`src/ocg_pkg.sv`:
```
// Package with the shared types and constants of the finger overcurrent grasp guard.
`default_nettype none

package ocg_pkg;

    // Operation codes of a request.
    localparam logic [1:0] OP_TARGET = 2'd0;
    localparam logic [1:0] OP_SAMPLE = 2'd1;
    localparam logic [1:0] OP_TICK   = 2'd2;

    // Event codes of a result.
    localparam logic [1:0] EV_NONE        = 2'd0;
    localparam logic [1:0] EV_OVERCURRENT = 2'd1;
    localparam logic [1:0] EV_CONTACT     = 2'd2;
    localparam logic [1:0] EV_UNLOCK      = 2'd3;

    // Configuration register indexes.
    localparam logic [2:0] CFG_OVERCURRENT_LIMIT = 3'd0;
    localparam logic [2:0] CFG_CONTACT_THRESHOLD = 3'd1;
    localparam logic [2:0] CFG_SOFT_GRASP_ENABLE = 3'd2;
    localparam logic [2:0] CFG_RELEASE_CURRENT   = 3'd3;
    localparam logic [2:0] CFG_RELEASE_TIME_MS   = 3'd4;

    // Configuration reset values.
    localparam logic [14:0] RST_OVERCURRENT_LIMIT = 15'd1500;
    localparam logic [14:0] RST_CONTACT_THRESHOLD = 15'd650;
    localparam logic        RST_SOFT_GRASP_ENABLE = 1'b1;
    localparam logic [14:0] RST_RELEASE_CURRENT   = 15'd500;
    localparam logic [15:0] RST_RELEASE_TIME_MS   = 16'd1000;

    // Largest angle; also the reset value of the target and held angles.
    localparam logic [9:0] ANGLE_MAX = 10'd1000;

    // Depth of the queues between the parts of the block.
    localparam int QUEUE_DEPTH = 2;

    typedef struct packed {
        logic [14:0] overcurrent_limit;
        logic [14:0] contact_threshold;
        logic        soft_grasp_enable;
        logic [14:0] release_current;
        logic [15:0] release_time_ms;
    } t_cfg;

    // A classified request on its way from the front end to the back end.
    typedef struct packed {
        logic [1:0]  op;
        logic [2:0]  finger;
        logic        in_range;
        logic [9:0]  angle;
        logic        oc_hit;
        logic        ct_hit;
        logic        rc_low;
        logic [31:0] timestamp;
    } t_cmd;

    typedef struct packed {
        logic [2:0] finger;
        logic [9:0] held_angle;
        logic       locked;
        logic       contact;
        logic [1:0] event_res;
    } t_res;

endpackage

`default_nettype wire

```
`src/ocg_fifo.sv`:
```
// Small first-in first-out queue built from registers.
`default_nettype none

module ocg_fifo
    import ocg_pkg::*;
#(
    parameter int WIDTH = 8
) (
    input  wire logic             i_clk,
    input  wire logic             i_rst_n,
    input  wire logic             i_push,
    input  wire logic [WIDTH-1:0] i_data,
    output logic                  o_full,
    input  wire logic             i_pop,
    output logic      [WIDTH-1:0] o_data,
    output logic                  o_empty
);

    localparam int AW = (QUEUE_DEPTH > 1) ? $clog2(QUEUE_DEPTH) : 1;
    localparam int CW = $clog2(QUEUE_DEPTH + 1);
    localparam logic [CW-1:0] FULL_COUNT = CW'(QUEUE_DEPTH);
    localparam logic [AW-1:0] LAST_PTR = AW'(QUEUE_DEPTH - 1);

    logic [WIDTH-1:0] r_mem [QUEUE_DEPTH];
    logic [AW-1:0]    r_wr_ptr;
    logic [AW-1:0]    r_rd_ptr;
    logic [CW-1:0]    r_count;
    logic             do_push;
    logic             do_pop;

    assign o_full  = (r_count == FULL_COUNT);
    assign o_empty = (r_count == '0);
    assign do_push = i_push && !o_full;
    assign do_pop  = i_pop && !o_empty;
    assign o_data  = r_mem[r_rd_ptr];

    always_ff @(posedge i_clk) begin
        if (!i_rst_n) begin
            r_wr_ptr <= '0;
            r_rd_ptr <= '0;
            r_count  <= '0;
        end else begin
            if (do_push) begin
                r_wr_ptr <= (r_wr_ptr == LAST_PTR) ? '0 : r_wr_ptr + 1'b1;
            end
            if (do_pop) begin
                r_rd_ptr <= (r_rd_ptr == LAST_PTR) ? '0 : r_rd_ptr + 1'b1;
            end
            if (do_push && !do_pop) begin
                r_count <= r_count + 1'b1;
            end else if (do_pop && !do_push) begin
                r_count <= r_count - 1'b1;
            end
        end
    end

    always_ff @(posedge i_clk) begin
        if (do_push) begin
            r_mem[r_wr_ptr] <= i_data;
        end
    end

endmodule

`default_nettype wire

```
`src/ocg_front.sv`:
```
// Front end: classifies an incoming request against the configuration.
`default_nettype none

module ocg_front
    import ocg_pkg::*;
#(
    parameter int FINGER_COUNT = 6
) (
    input  wire t_cfg               i_cfg,
    input  wire logic        [1:0]  i_op,
    input  wire logic        [2:0]  i_finger,
    input  wire logic        [9:0]  i_target_angle,
    input  wire logic signed [15:0] i_motor_current,
    input  wire logic        [9:0]  i_measured_angle,
    input  wire logic        [31:0] i_timestamp_ms,
    output t_cmd                    o_cmd
);

    localparam logic [4:0] FINGER_LIMIT = 5'(FINGER_COUNT);

    logic [9:0] raw_angle;

    // The angle that matters depends on the operation; both saturate at the maximum.
    assign raw_angle = (i_op == OP_TARGET) ? i_target_angle : i_measured_angle;

    always_comb begin
        o_cmd           = '0;
        o_cmd.op        = i_op;
        o_cmd.finger    = i_finger;
        o_cmd.in_range  = ({2'b00, i_finger} < FINGER_LIMIT);
        o_cmd.angle     = (raw_angle > ANGLE_MAX) ? ANGLE_MAX : raw_angle;
        o_cmd.oc_hit    = i_motor_current > $signed({1'b0, i_cfg.overcurrent_limit});
        o_cmd.ct_hit    = i_cfg.soft_grasp_enable &&
                          (i_motor_current > $signed({1'b0, i_cfg.contact_threshold}));
        o_cmd.rc_low    = i_motor_current < $signed({1'b0, i_cfg.release_current});
        o_cmd.timestamp = i_timestamp_ms;
    end

endmodule

`default_nettype wire

```
`src/ocg_back.sv`:
```
// Back end: holds the per-finger state and carries out one classified request a cycle unless the result queue is full.
`default_nettype none

module ocg_back
    import ocg_pkg::*;
#(
    parameter int FINGER_COUNT = 6
) (
    input  wire logic        i_clk,
    input  wire logic        i_rst_n,
    input  wire logic [15:0] i_release_time_ms,
    input  wire t_cmd        i_cmd,
    input  wire logic        i_cmd_empty,
    output logic             o_cmd_pop,
    input  wire logic        i_res_full,
    output logic             o_res_push,
    output t_res             o_res
);

    localparam int IW = (FINGER_COUNT > 1) ? $clog2(FINGER_COUNT) : 1;

    logic [9:0]  r_target  [FINGER_COUNT];
    logic [9:0]  r_held    [FINGER_COUNT];
    logic        r_lock    [FINGER_COUNT];
    logic        r_contact [FINGER_COUNT];
    logic        r_timing  [FINGER_COUNT];
    logic [31:0] r_start   [FINGER_COUNT];

    logic [IW-1:0] idx;
    logic          fire;
    logic          write_en;
    logic [9:0]    cur_target;
    logic [9:0]    cur_held;
    logic          cur_lock;
    logic          cur_contact;
    logic          cur_timing;
    logic [31:0]   cur_start;
    logic [31:0]   elapsed;
    logic [9:0]    n_target;
    logic [9:0]    n_held;
    logic          n_lock;
    logic          n_contact;
    logic          n_timing;
    logic [31:0]   n_start;
    logic [1:0]    ev;

    assign idx        = IW'(i_cmd.finger);
    assign fire       = !i_cmd_empty && !i_res_full;
    assign write_en   = fire && i_cmd.in_range;
    assign o_cmd_pop  = fire;
    assign o_res_push = fire;

    assign cur_target  = r_target[idx];
    assign cur_held    = r_held[idx];
    assign cur_lock    = r_lock[idx];
    assign cur_contact = r_contact[idx];
    assign cur_timing  = r_timing[idx];
    assign cur_start   = r_start[idx];
    assign elapsed     = i_cmd.timestamp - cur_start;

    always_comb begin
        n_target  = cur_target;
        n_held    = cur_held;
        n_lock    = cur_lock;
        n_contact = cur_contact;
        n_timing  = cur_timing;
        n_start   = cur_start;
        ev        = EV_NONE;
        case (i_cmd.op)
            OP_TARGET: begin
                if (!cur_lock) begin
                    n_target = i_cmd.angle;
                end
                if (i_cmd.angle > cur_held) begin
                    n_contact = 1'b0;
                end
            end
            OP_SAMPLE: begin
                if (i_cmd.oc_hit && !cur_lock) begin
                    n_lock = 1'b1;
                    n_held = i_cmd.angle;
                    ev     = EV_OVERCURRENT;
                end
                if (i_cmd.ct_hit && !cur_contact && !n_lock) begin
                    n_contact = 1'b1;
                    n_held    = i_cmd.angle;
                    ev        = EV_CONTACT;
                end
                if (n_lock) begin
                    if (i_cmd.rc_low) begin
                        // A freshly started timer has zero elapsed time and cannot expire.
                        if (!cur_timing) begin
                            n_timing = 1'b1;
                            n_start  = i_cmd.timestamp;
                        end else if (elapsed > {16'h0000, i_release_time_ms}) begin
                            n_lock   = 1'b0;
                            n_timing = 1'b0;
                            n_start  = '0;
                            ev       = EV_UNLOCK;
                        end
                    end else begin
                        n_timing = 1'b0;
                        n_start  = '0;
                    end
                end
            end
            OP_TICK: begin
                if (!cur_lock && !cur_contact) begin
                    n_held = cur_target;
                end
            end
            default: begin
            end
        endcase
    end

    always_comb begin
        o_res        = '0;
        o_res.finger = i_cmd.finger;
        if (i_cmd.in_range) begin
            o_res.held_angle = n_held;
            o_res.locked     = n_lock;
            o_res.contact    = n_contact;
            o_res.event_res  = ev;
        end
    end

    always_ff @(posedge i_clk) begin
        if (!i_rst_n) begin
            for (int i = 0; i < FINGER_COUNT; i++) begin
                r_target[i]  <= ANGLE_MAX;
                r_held[i]    <= ANGLE_MAX;
                r_lock[i]    <= 1'b0;
                r_contact[i] <= 1'b0;
                r_timing[i]  <= 1'b0;
            end
        end else if (write_en) begin
            r_target[idx]  <= n_target;
            r_held[idx]    <= n_held;
            r_lock[idx]    <= n_lock;
            r_contact[idx] <= n_contact;
            r_timing[idx]  <= n_timing;
        end
    end

    // The start time is only read while its timing flag is set, so it needs no reset.
    always_ff @(posedge i_clk) begin
        if (write_en) begin
            r_start[idx] <= n_start;
        end
    end

endmodule

`default_nettype wire

```
`src/finger_overcurrent_grasp_guard.sv`:
```
// Top level of the per-finger overcurrent and soft-grasp guard.
// A request passes the command queue and the back end; its result shows with empty low.
// Throughput: one request per cycle unless the result queue is full, set by the back end's
// read-modify-write of a finger's state; the two-entry queues let either side stall on its own.
// Reset is synchronous and active low: configuration returns to its defaults, every finger
// gets target and held angle 1000 with no locks, and both queues are emptied.
`default_nettype none

module finger_overcurrent_grasp_guard
    import ocg_pkg::*;
#(
    parameter int FINGER_COUNT = 6
) (
    input  wire logic               i_clk,
    input  wire logic               i_rst_n,
    // Request side.
    input  wire logic               push,
    output logic                    full,
    input  wire logic        [1:0]  i_op,
    input  wire logic        [2:0]  i_finger,
    input  wire logic        [9:0]  i_target_angle,
    input  wire logic signed [15:0] i_motor_current,
    input  wire logic        [9:0]  i_measured_angle,
    input  wire logic        [31:0] i_timestamp_ms,
    // Result side.
    output logic                    empty,
    input  wire logic               pop,
    output logic             [2:0]  o_finger_out,
    output logic             [9:0]  o_held_angle,
    output logic                    o_overcurrent_locked,
    output logic                    o_contact_held,
    output logic             [1:0]  o_event_res,
    // Configuration write channel.
    input  wire logic               i_cfg_valid,
    output logic                    o_cfg_ready,
    input  wire logic        [2:0]  i_cfg_index,
    input  wire logic        [15:0] i_cfg_data
);

    t_cfg r_cfg;
    t_cmd front_cmd;
    t_cmd back_cmd;
    t_res back_res;
    t_res out_res;
    logic cmd_empty;
    logic cmd_pop;
    logic res_full;
    logic res_push;

    // Always accepted; the user must write configuration only while idle (the block does not enforce it).
    assign o_cfg_ready = 1'b1;

    always_ff @(posedge i_clk) begin
        if (!i_rst_n) begin
            r_cfg.overcurrent_limit <= RST_OVERCURRENT_LIMIT;
            r_cfg.contact_threshold <= RST_CONTACT_THRESHOLD;
            r_cfg.soft_grasp_enable <= RST_SOFT_GRASP_ENABLE;
            r_cfg.release_current   <= RST_RELEASE_CURRENT;
            r_cfg.release_time_ms   <= RST_RELEASE_TIME_MS;
        end else if (i_cfg_valid) begin
            case (i_cfg_index)
                CFG_OVERCURRENT_LIMIT: r_cfg.overcurrent_limit <= i_cfg_data[14:0];
                CFG_CONTACT_THRESHOLD: r_cfg.contact_threshold <= i_cfg_data[14:0];
                CFG_SOFT_GRASP_ENABLE: r_cfg.soft_grasp_enable <= i_cfg_data[0];
                CFG_RELEASE_CURRENT:   r_cfg.release_current   <= i_cfg_data[14:0];
                CFG_RELEASE_TIME_MS:   r_cfg.release_time_ms   <= i_cfg_data;
                default: begin
                end
            endcase
        end
    end

    // The front end turns the raw request into saturated angles and threshold flags,
    // so the back end works with single bits instead of wide signed compares.
    ocg_front #(
        .FINGER_COUNT(FINGER_COUNT)
    ) u_front (
        .i_cfg            (r_cfg),
        .i_op             (i_op),
        .i_finger         (i_finger),
        .i_target_angle   (i_target_angle),
        .i_motor_current  (i_motor_current),
        .i_measured_angle (i_measured_angle),
        .i_timestamp_ms   (i_timestamp_ms),
        .o_cmd            (front_cmd)
    );

    // Classified requests wait here until the back end can take them.
    ocg_fifo #(
        .WIDTH($bits(t_cmd))
    ) u_cmd_queue (
        .i_clk   (i_clk),
        .i_rst_n (i_rst_n),
        .i_push  (push),
        .i_data  (front_cmd),
        .o_full  (full),
        .i_pop   (cmd_pop),
        .o_data  (back_cmd),
        .o_empty (cmd_empty)
    );

    // The back end owns all per-finger state and produces exactly one result per request.
    ocg_back #(
        .FINGER_COUNT(FINGER_COUNT)
    ) u_back (
        .i_clk             (i_clk),
        .i_rst_n           (i_rst_n),
        .i_release_time_ms (r_cfg.release_time_ms),
        .i_cmd             (back_cmd),
        .i_cmd_empty       (cmd_empty),
        .o_cmd_pop         (cmd_pop),
        .i_res_full        (res_full),
        .o_res_push        (res_push),
        .o_res             (back_res)
    );

    // Results wait here for the consumer, so a stalled consumer does not stop the back end
    // until this queue fills.
    ocg_fifo #(
        .WIDTH($bits(t_res))
    ) u_res_queue (
        .i_clk   (i_clk),
        .i_rst_n (i_rst_n),
        .i_push  (res_push),
        .i_data  (back_res),
        .o_full  (res_full),
        .i_pop   (pop),
        .o_data  (out_res),
        .o_empty (empty)
    );

    assign o_finger_out         = out_res.finger;
    assign o_held_angle         = out_res.held_angle;
    assign o_overcurrent_locked = out_res.locked;
    assign o_contact_held       = out_res.contact;
    assign o_event_res          = out_res.event_res;

endmodule

`default_nettype wire

```
`config.mk`:
```
export PLATFORM = sky130hd
export DESIGN_NAME = finger_overcurrent_grasp_guard
export DESIGN_NICKNAME = d
export VERILOG_FILES = /design/src/ocg_pkg.sv /design/src/ocg_fifo.sv /design/src/ocg_front.sv /design/src/ocg_back.sv /design/src/finger_overcurrent_grasp_guard.sv
export SDC_FILE = /design/constraint.sdc
export NUM_CORES = 1
export LEC_CHECK = 0
export BUFFER_PORTS_ARGS = -buffer_cell sky130_fd_sc_hd__clkbuf_2
export CAP_MARGIN = 20
export CORE_ASPECT_RATIO = 1.4
export CORE_MARGIN = 8
export CORE_UTILIZATION = 55
export CTS_CLUSTER_DIAMETER = 30
export DETAILED_ROUTE_END_ITERATION = 10
export GPL_TIMING_DRIVEN = 0
export PLACE_DENSITY = 0.77
export SETUP_SLACK_MARGIN = 0.5
export SLEW_MARGIN = 20
export SYNTH_ARGS = -nofsm -noshare
export SYNTH_HDL_FRONTEND = slang
export SYNTH_SLANG_ARGS = --single-unit
```
`constraint.sdc`:
```
create_clock -name i_clk -period 7.19 [get_ports i_clk]
set_clock_uncertainty 0.15 [all_clocks]
set_input_delay 0 -clock i_clk [delete_from_list [all_inputs] [get_ports i_clk]]
set_output_delay 0 -clock i_clk [all_outputs]
set_load 0.005 [all_outputs]
```
# Yosys cells after proc, flatten, opt, wreduce, memory -nomap -nowiden
# Memories as Yosys holds them, arrays and structs flattened. A register that Yosys moved wholly into a read port is not among the register bits.
# Index checks and enable logic that the tools add are counted.
dict set report totals {
  mem_bits_rw 466
  n_memories 8
  regBits 70
}
# memory depth width rd rd_ports_with_merged_regs wr line
set mem_list {}
lappend mem_list {u_back.r_start 6 32 1 0 1 ocg_back.sv:27} ;# logic [31:0] r_start [FINGER_COUNT];
lappend mem_list {u_cmd_queue.r_mem 2 51 1 1 1 ocg_fifo.sv:24} ;# logic [WIDTH-1:0] r_mem [QUEUE_DEPTH];
lappend mem_list {u_back.r_held 6 10 1 0 6 ocg_back.sv:23} ;# logic [9:0] r_held [FINGER_COUNT];
lappend mem_list {u_back.r_target 6 10 1 0 6 ocg_back.sv:22} ;# logic [9:0] r_target [FINGER_COUNT];
lappend mem_list {u_res_queue.r_mem 2 17 1 1 1 ocg_fifo.sv:24}
lappend mem_list {u_back.r_contact 6 1 1 0 6 ocg_back.sv:25} ;# logic r_contact [FINGER_COUNT];
lappend mem_list {{+2 memories} -- -- -- -- -- --}
dict set report classes {
  addsub 9
  n_reduce_logical 43
  muxes 70
  magnitude_cmp 7
  eq_ne 8
}
# operator count
set ops {}
lappend ops {{2-to-1 mux 32 bit} 5}
lappend ops {{2-to-1 mux 10 bit} 9}
lappend ops {{2-to-1 mux 1 bit} 38}
lappend ops {{greater-than comparator 16 bit} 2}
lappend ops {{greater-than comparator 32 x 16 -> 1 bit} 1}
lappend ops {{subtractor 32 bit} 1}
lappend ops {{2-to-1 mux 2 bit} 10}
lappend ops {{one-hot mux 10 bit (2 select lines)} 1}
lappend ops {{OR reduction 10 bit} 2}
lappend ops {{< comparator 16 bit} 1}
lappend ops {{logical AND 1 bit} 15}
lappend ops {{2-to-1 mux 3 bit} 5}
lappend ops {{2-to-1 mux 14 bit} 1}
lappend ops {{zero test 1 bit} 11}
lappend ops {{greater-than comparator 10 bit} 1}
lappend ops {{greater-than comparator 10 bit (second input constant)} 1}
lappend ops {{AND reduction 2 bit} 5}
lappend ops {{zero test 2 bit} 4}
lappend ops {{== test 2 bit (second input constant)} 3}
lappend ops {{== test 3 x 2 -> 1 bit (second input constant)} 2}
lappend ops {{adder 1 bit (second input constant)} 4}
lappend ops {{adder 2 x 1 -> 2 bit (second input constant)} 2}
lappend ops {{nonzero test 2 bit} 2}
lappend ops {{subtractor 2 x 1 -> 2 bit (second input constant)} 2}
lappend ops {{other kinds (7)} 9}

# Depth between registers and ports, before layout
# An unclocked memory read counts as a cell.
dict set report depth {
  word_depth 14
  mapped_depth 32
}

# By module
# From an unflattened synthesis, not the netlist that was laid out.
dict set report unflattened {
  hier_cells 2228
  hier_area_um2 27860.5
}
# module area_each_um2 n_inst cells_each
set by_module_without_submodules {}
lappend by_module_without_submodules {ocg_back 18385.1 1 1502}
lappend by_module_without_submodules {{ocg_fifo (u_cmd_queue)} 3901.2 1 184}
lappend by_module_without_submodules {finger_overcurrent_grasp_guard 2457.4 1 238}
lappend by_module_without_submodules {ocg_front 1657.8 1 226}
lappend by_module_without_submodules {{ocg_fifo (u_res_queue)} 1458.9 1 78}

# Worst setup path before layout
# OpenSTA, ideal clock, no wires.
dict set report synth_timing {
  path_kind {reg2reg}
  start {register (tool-made name)}
  end {memory u_back.r_start[0][10] (data pin)}
  stages_incl_launch_ff 32
  n_path_buf 5
  path_slack_ns 0.344
  setup_ns 0.158
  t_arrival_ns 6.538
  synth_period_minus_slack_ns 6.846
  path_cell_list {dfxtp_1 -> buf_6 -> mux2i_2 -> inv_2 -> nor2_1 -> clkbuf_1 -> buf_1 -> nand2_1 -> o22a_1 -> o221ai_1 -> inv_1 -> ha_1 -> inv_1 -> fa_1 -> a21o_1 -> a221oi_2 -> or4_1 -> nand2_1 -> xor2_1 -> ha_1 -> nand4_1 -> nor4_1 -> a21boi_0 -> or4_1 -> a2111oi_0 -> nand4b_1 -> a2111oi_2 -> and4_4 -> or2_2 -> buf_6 -> buf_6 -> and3_1}
}
# item line
set synth_rtl {}
lappend synth_rtl {{to (decl)} ocg_back.sv:27}

==> results.sh <==
export IMPL_status="complete, but fails checks"
export IMPL_violations="max-capacitance violations, max-slew violations"
export IMPL_maxCapViolCount=1
export IMPL_vias=22100
export IMPL_synth_ff_type="edfxtp_1"
export IMPL_period_needed_ns=6.99
export IMPL_tightest_slew_ns=1.51
export IMPL_ff2ff_setup_slack_ns=0.20
export IMPL_synth_area_um2=26900
export IMPL_grt_pass1_wl_um=127000
export IMPL_p_sw_share_pct=37.7
export IMPL_syn_inst=2252
export IMPL_yosys_area_top_type="edfxtp_1"
export IMPL_worstPathRequired_ns=7.54
export IMPL_p_int_mw=9.31
export IMPL_leakage_nw=12.8
export IMPL_dp_slack_ns=-2.13
export IMPL_path_common_cell="clkbuf_16"
export IMPL_netlist_top_cells_count="edfxtp_1, nand2_1, nor2_1, inv_1, ha_1"
export IMPL_end_kind="flop"
export IMPL_grt_pass1_vias=22000
export IMPL_fp_dieW_um=203
export IMPL_routed_via_density=6.50
export IMPL_multi_input_area_um2=10100
export IMPL_clk_latency_ns=0.67
export IMPL_num_rows=96
export IMPL_ant_nets=0
export IMPL_cp_slowest_cell="or4_4"
export IMPL_syn_avg_cell_area_um2=11.9
export IMPL_htreeDepth=3
export IMPL_rsz0062_at_grt="yes"
export IMPL_timing_fmax_mhz=143
export IMPL_rr_startpoint="u_cmd_queue.r_mem[1][48]"
export IMPL_worst_setup_path_start_kind="flop"
export IMPL_stdcell_area_um2=34900
export IMPL_highest_layer="met4"
export IMPL_synth_most_common_cell="edfxtp_1"
export IMPL_post_dp_cell_area_um2=28600
export IMPL_crit_buf_inv=6
export IMPL_endpoint="u_back.r_start[5][11]"
export IMPL_fin_cells=3401
export IMPL_core_area_um2=48600
export IMPL_hold_viol=0
export IMPL_drt_initial_drc_count=2853
export IMPL_place_congestion=0.970
export IMPL_fillers=2974
export IMPL_die_h_um=278
export IMPL_cp_arrival_ns=7.34
export IMPL_synth_distinct_cells=80
export IMPL_drive_gt1_share_pct=21.8
export IMPL_areaGrowthSynthToFinish_pct=29.7
export IMPL_finalSetupViolCount=0
export IMPL_finalNetCount=2893
export IMPL_ir_drop_mv=0.373
export IMPL_async_reset_ff_share_pct=0
export IMPL_placedCellCount=3021
export IMPL_p_per_area_nw_per_um2=428
export IMPL_synth_seq_cells=584
export IMPL_yosys_warnings=0
export IMPL_clk_transition_reported_paths_ns=0.07
export IMPL_drc=0
export IMPL_fin_ws_ns=0.200
export IMPL_wl_per_cell_um=26.5
export IMPL_grt_max_degree=50
export IMPL_finalWirelength_um=90100
export IMPL_relSlewSlack_pct=-0.998
export IMPL_combPwrFrac_pct=40.6
export IMPL_dr_pass1_iters=6
export IMPL_crit_fanout=8
export IMPL_synth_edf_count=497
export IMPL_cts_buffer_depth=3
export IMPL_io_pins=117
export IMPL_dieArea_um2=56300
export IMPL_clkPwrFrac_pct=29.4
export IMPL_hold_depth=3
export IMPL_slew_viol_final=3
export IMPL_synth_area_leaders="edfxtp_1, dfxtp_1, ha_1"
export IMPL_yosysSeqAreaShare_pct=62.0
export IMPL_critPathTopFamily="simple AND/OR/NAND/NOR gates"
export IMPL_dpl_hpwl_um=53700
export IMPL_r2r_cells=29
export IMPL_cpPeakStageDelay_ns=0.55
export IMPL_holdWs_ns=0.0396
export IMPL_port_buffers=115
export IMPL_antenna_found_initial=3
export IMPL_pwr_share_seq_pct=30.0
export IMPL_grt_overflow=0
export IMPL_m1WireLength_um=28600
export IMPL_holdCritPathClass="input port to flop"
export IMPL_cts_sinks=584
export IMPL_initial_core_util_pct=55.3
export IMPL_setup_worst_path_start="u_cmd_queue.r_mem[1][48]"
export IMPL_cts_inserted_buffers=84
export IMPL_wl_met3_um=9180
export IMPL_synth_fp_nets=2456
export IMPL_root_buffer="clkbuf_16"
export IMPL_setup_tns_ns=0
export IMPL_crit_type="flop to flop"
export IMPL_r2r_end="u_back.r_start[5][11]"
export IMPL_switchingPower_mw=5.63
export IMPL_finalCritPeriodShare_pct=97.2
export IMPL_met2_length_um=44500
export IMPL_synth_top_area_share_pct=55.5
export IMPL_cts_tree="built"
export IMPL_seqCellArea_um2=16700
export IMPL_grt_usage_pct=29.6
export IMPL_worst_path_stages=29
sequential cells by signal, indices dropped and copies added, names as in the netlist, 8 cells and up, named ones only:
| register | count |
|---|---|
| r_cfg | 62 |
| u_back.r_held | 80 |
| u_back.r_lock | 8 |
| u_res_queue.r_mem | 34 |
| u_cmd_queue.r_mem | 102 |
| u_back.r_contact | 8 |
| u_back.r_target | 80 |
| u_back.r_start | 192 |
| u_back.r_timing | 8 |
placed cells by master (no fill, tap or decap), types with 22 or more instances in the layout:
cell type      synthesis  final
o22ai_1               34     32
ha_1                 106    102
a22o_1                29     29
mux2i_1               27     26
o21ai_0               66     59
nand3_1               53     53
buf_4                  1     81
and2_1                23     22
dfxtp_1               87     86
nor2_1               178    163
a222oi_1              28     28
o211ai_1              30     30
edfxtp_1             497    497
a21o_1                31     31
mux2_2                51     51
clkbuf_16              0     93
nand2_1              285    278
clkbuf_2               0    120
inv_1                112    106
a22oi_1               45     45
a21boi_0              41     40
clkbuf_1              98     70
a21oi_1              100     93
dlygate4sd3_1          0    136
power groups by stage:
stage / logic [mW] / clock network [mW] / registers, mW
5_1_grt: 6.38 / 4.51 / 4.50
6_report: 6.07 / 4.39 / 4.48
3_5_place_dp: 4.65 / 0 / 4.52
3_3_place_gp: 4.46 / 0 / 4.52
4_1_cts: 5.44 / 4.32 / 4.46
2_1_floorplan: 3.16 / 0 / 4.49
worst register-to-register path: cells and delay by family, from the launching register on:
family | cells | cell delay (ns)
simple gates | 11 | 2.30
compound gates | 9 | 2.20
buf+inv | 6 | 0.96
fa+ha+maj | 2 | 0.61
flops | 1 | 0.49
xor+xnor | 1 | 0.11
cells by family (layout without fill, tap and decap cells):
kind of cell | after synthesis | after routing | synth area share, %
AO/OA/AOI/OAI | 537 | 537 | 14.0
XOR/XNOR | 28 | 28 | 0.912
adder cells (fa/ha/maj) | 107 | 107 | 5.01
buffers and inverters | 233 | 742 | 3.39
flip-flops | 584 | 584 | 62.0
multiplexers | 81 | 81 | 3.33
other | 1 | 4 | 0.0139
AND/OR/NAND/NOR | 681 | 681 | 11.4
through the flow:
| stage | util, % | total power [mW] |
|---|---|---|
| 2_1_floorplan | - | 7.65 |
| 3_3_place_gp | 58.1 | 8.97 |
| 3_5_place_dp | 58.9 | 9.17 |
| 4_1_cts | 70.6 | 14.2 |
| 5_1_grt | 71.7 | 15.4 |
| 6_report | 71.7 | 14.9 |
what timing repair did:
action / CTS / global route
buffers inserted: 54 / 25
setup endpoints to repair: 214 / 214
pin swaps: 59 / 45
resized for setup: 239 / 75
hold endpoints to repair: 249 / 2
cloned: 1 / 3
hold buffers: 135 / 1
worst min path at each step:
| stage | end | start | slack, ns |
|---|---|---|---|
| 2_1_floorplan | u_cmd_queue.r_mem[0][0] | i_timestamp_ms[0] | -0.05 |
| 3_3_place_gp | u_cmd_queue.r_mem[0][24] | i_timestamp_ms[24] | 0.04 |
| 3_5_place_dp | u_cmd_queue.r_mem[1][3] | i_timestamp_ms[3] | 0.04 |
| 4_1_cts | u_cmd_queue.r_mem[1][14] | i_timestamp_ms[14] | 0.0005 |
| 5_1_grt | u_cmd_queue.r_mem[0][45] | i_finger[2] | 0.05 |
| 6_report | u_cmd_queue.r_mem[0][45] | i_finger[1] | 0.04 |
area by class of cell:
class | count | area share [%]
diodes | 3 | 0.0215
plain buffers | 118 | 2.52
clock buffers | 88 | 6.13
clock inverters | 70 | 2.46
inverters | 115 | 1.29
multi-input cells | 1435 | 29.1
flip-flops and latches | 584 | 47.8
well taps | 637 | 2.28
repair buffers | 351 | 8.44
layer usage:
layer,up-vias,track usage (%)
li1,9341,-
met1,10500,31.4
met4,0,23.2
met2,1732,50.1
met5,-,0
met3,532,6.85
(Power assumes the default switching activity.)
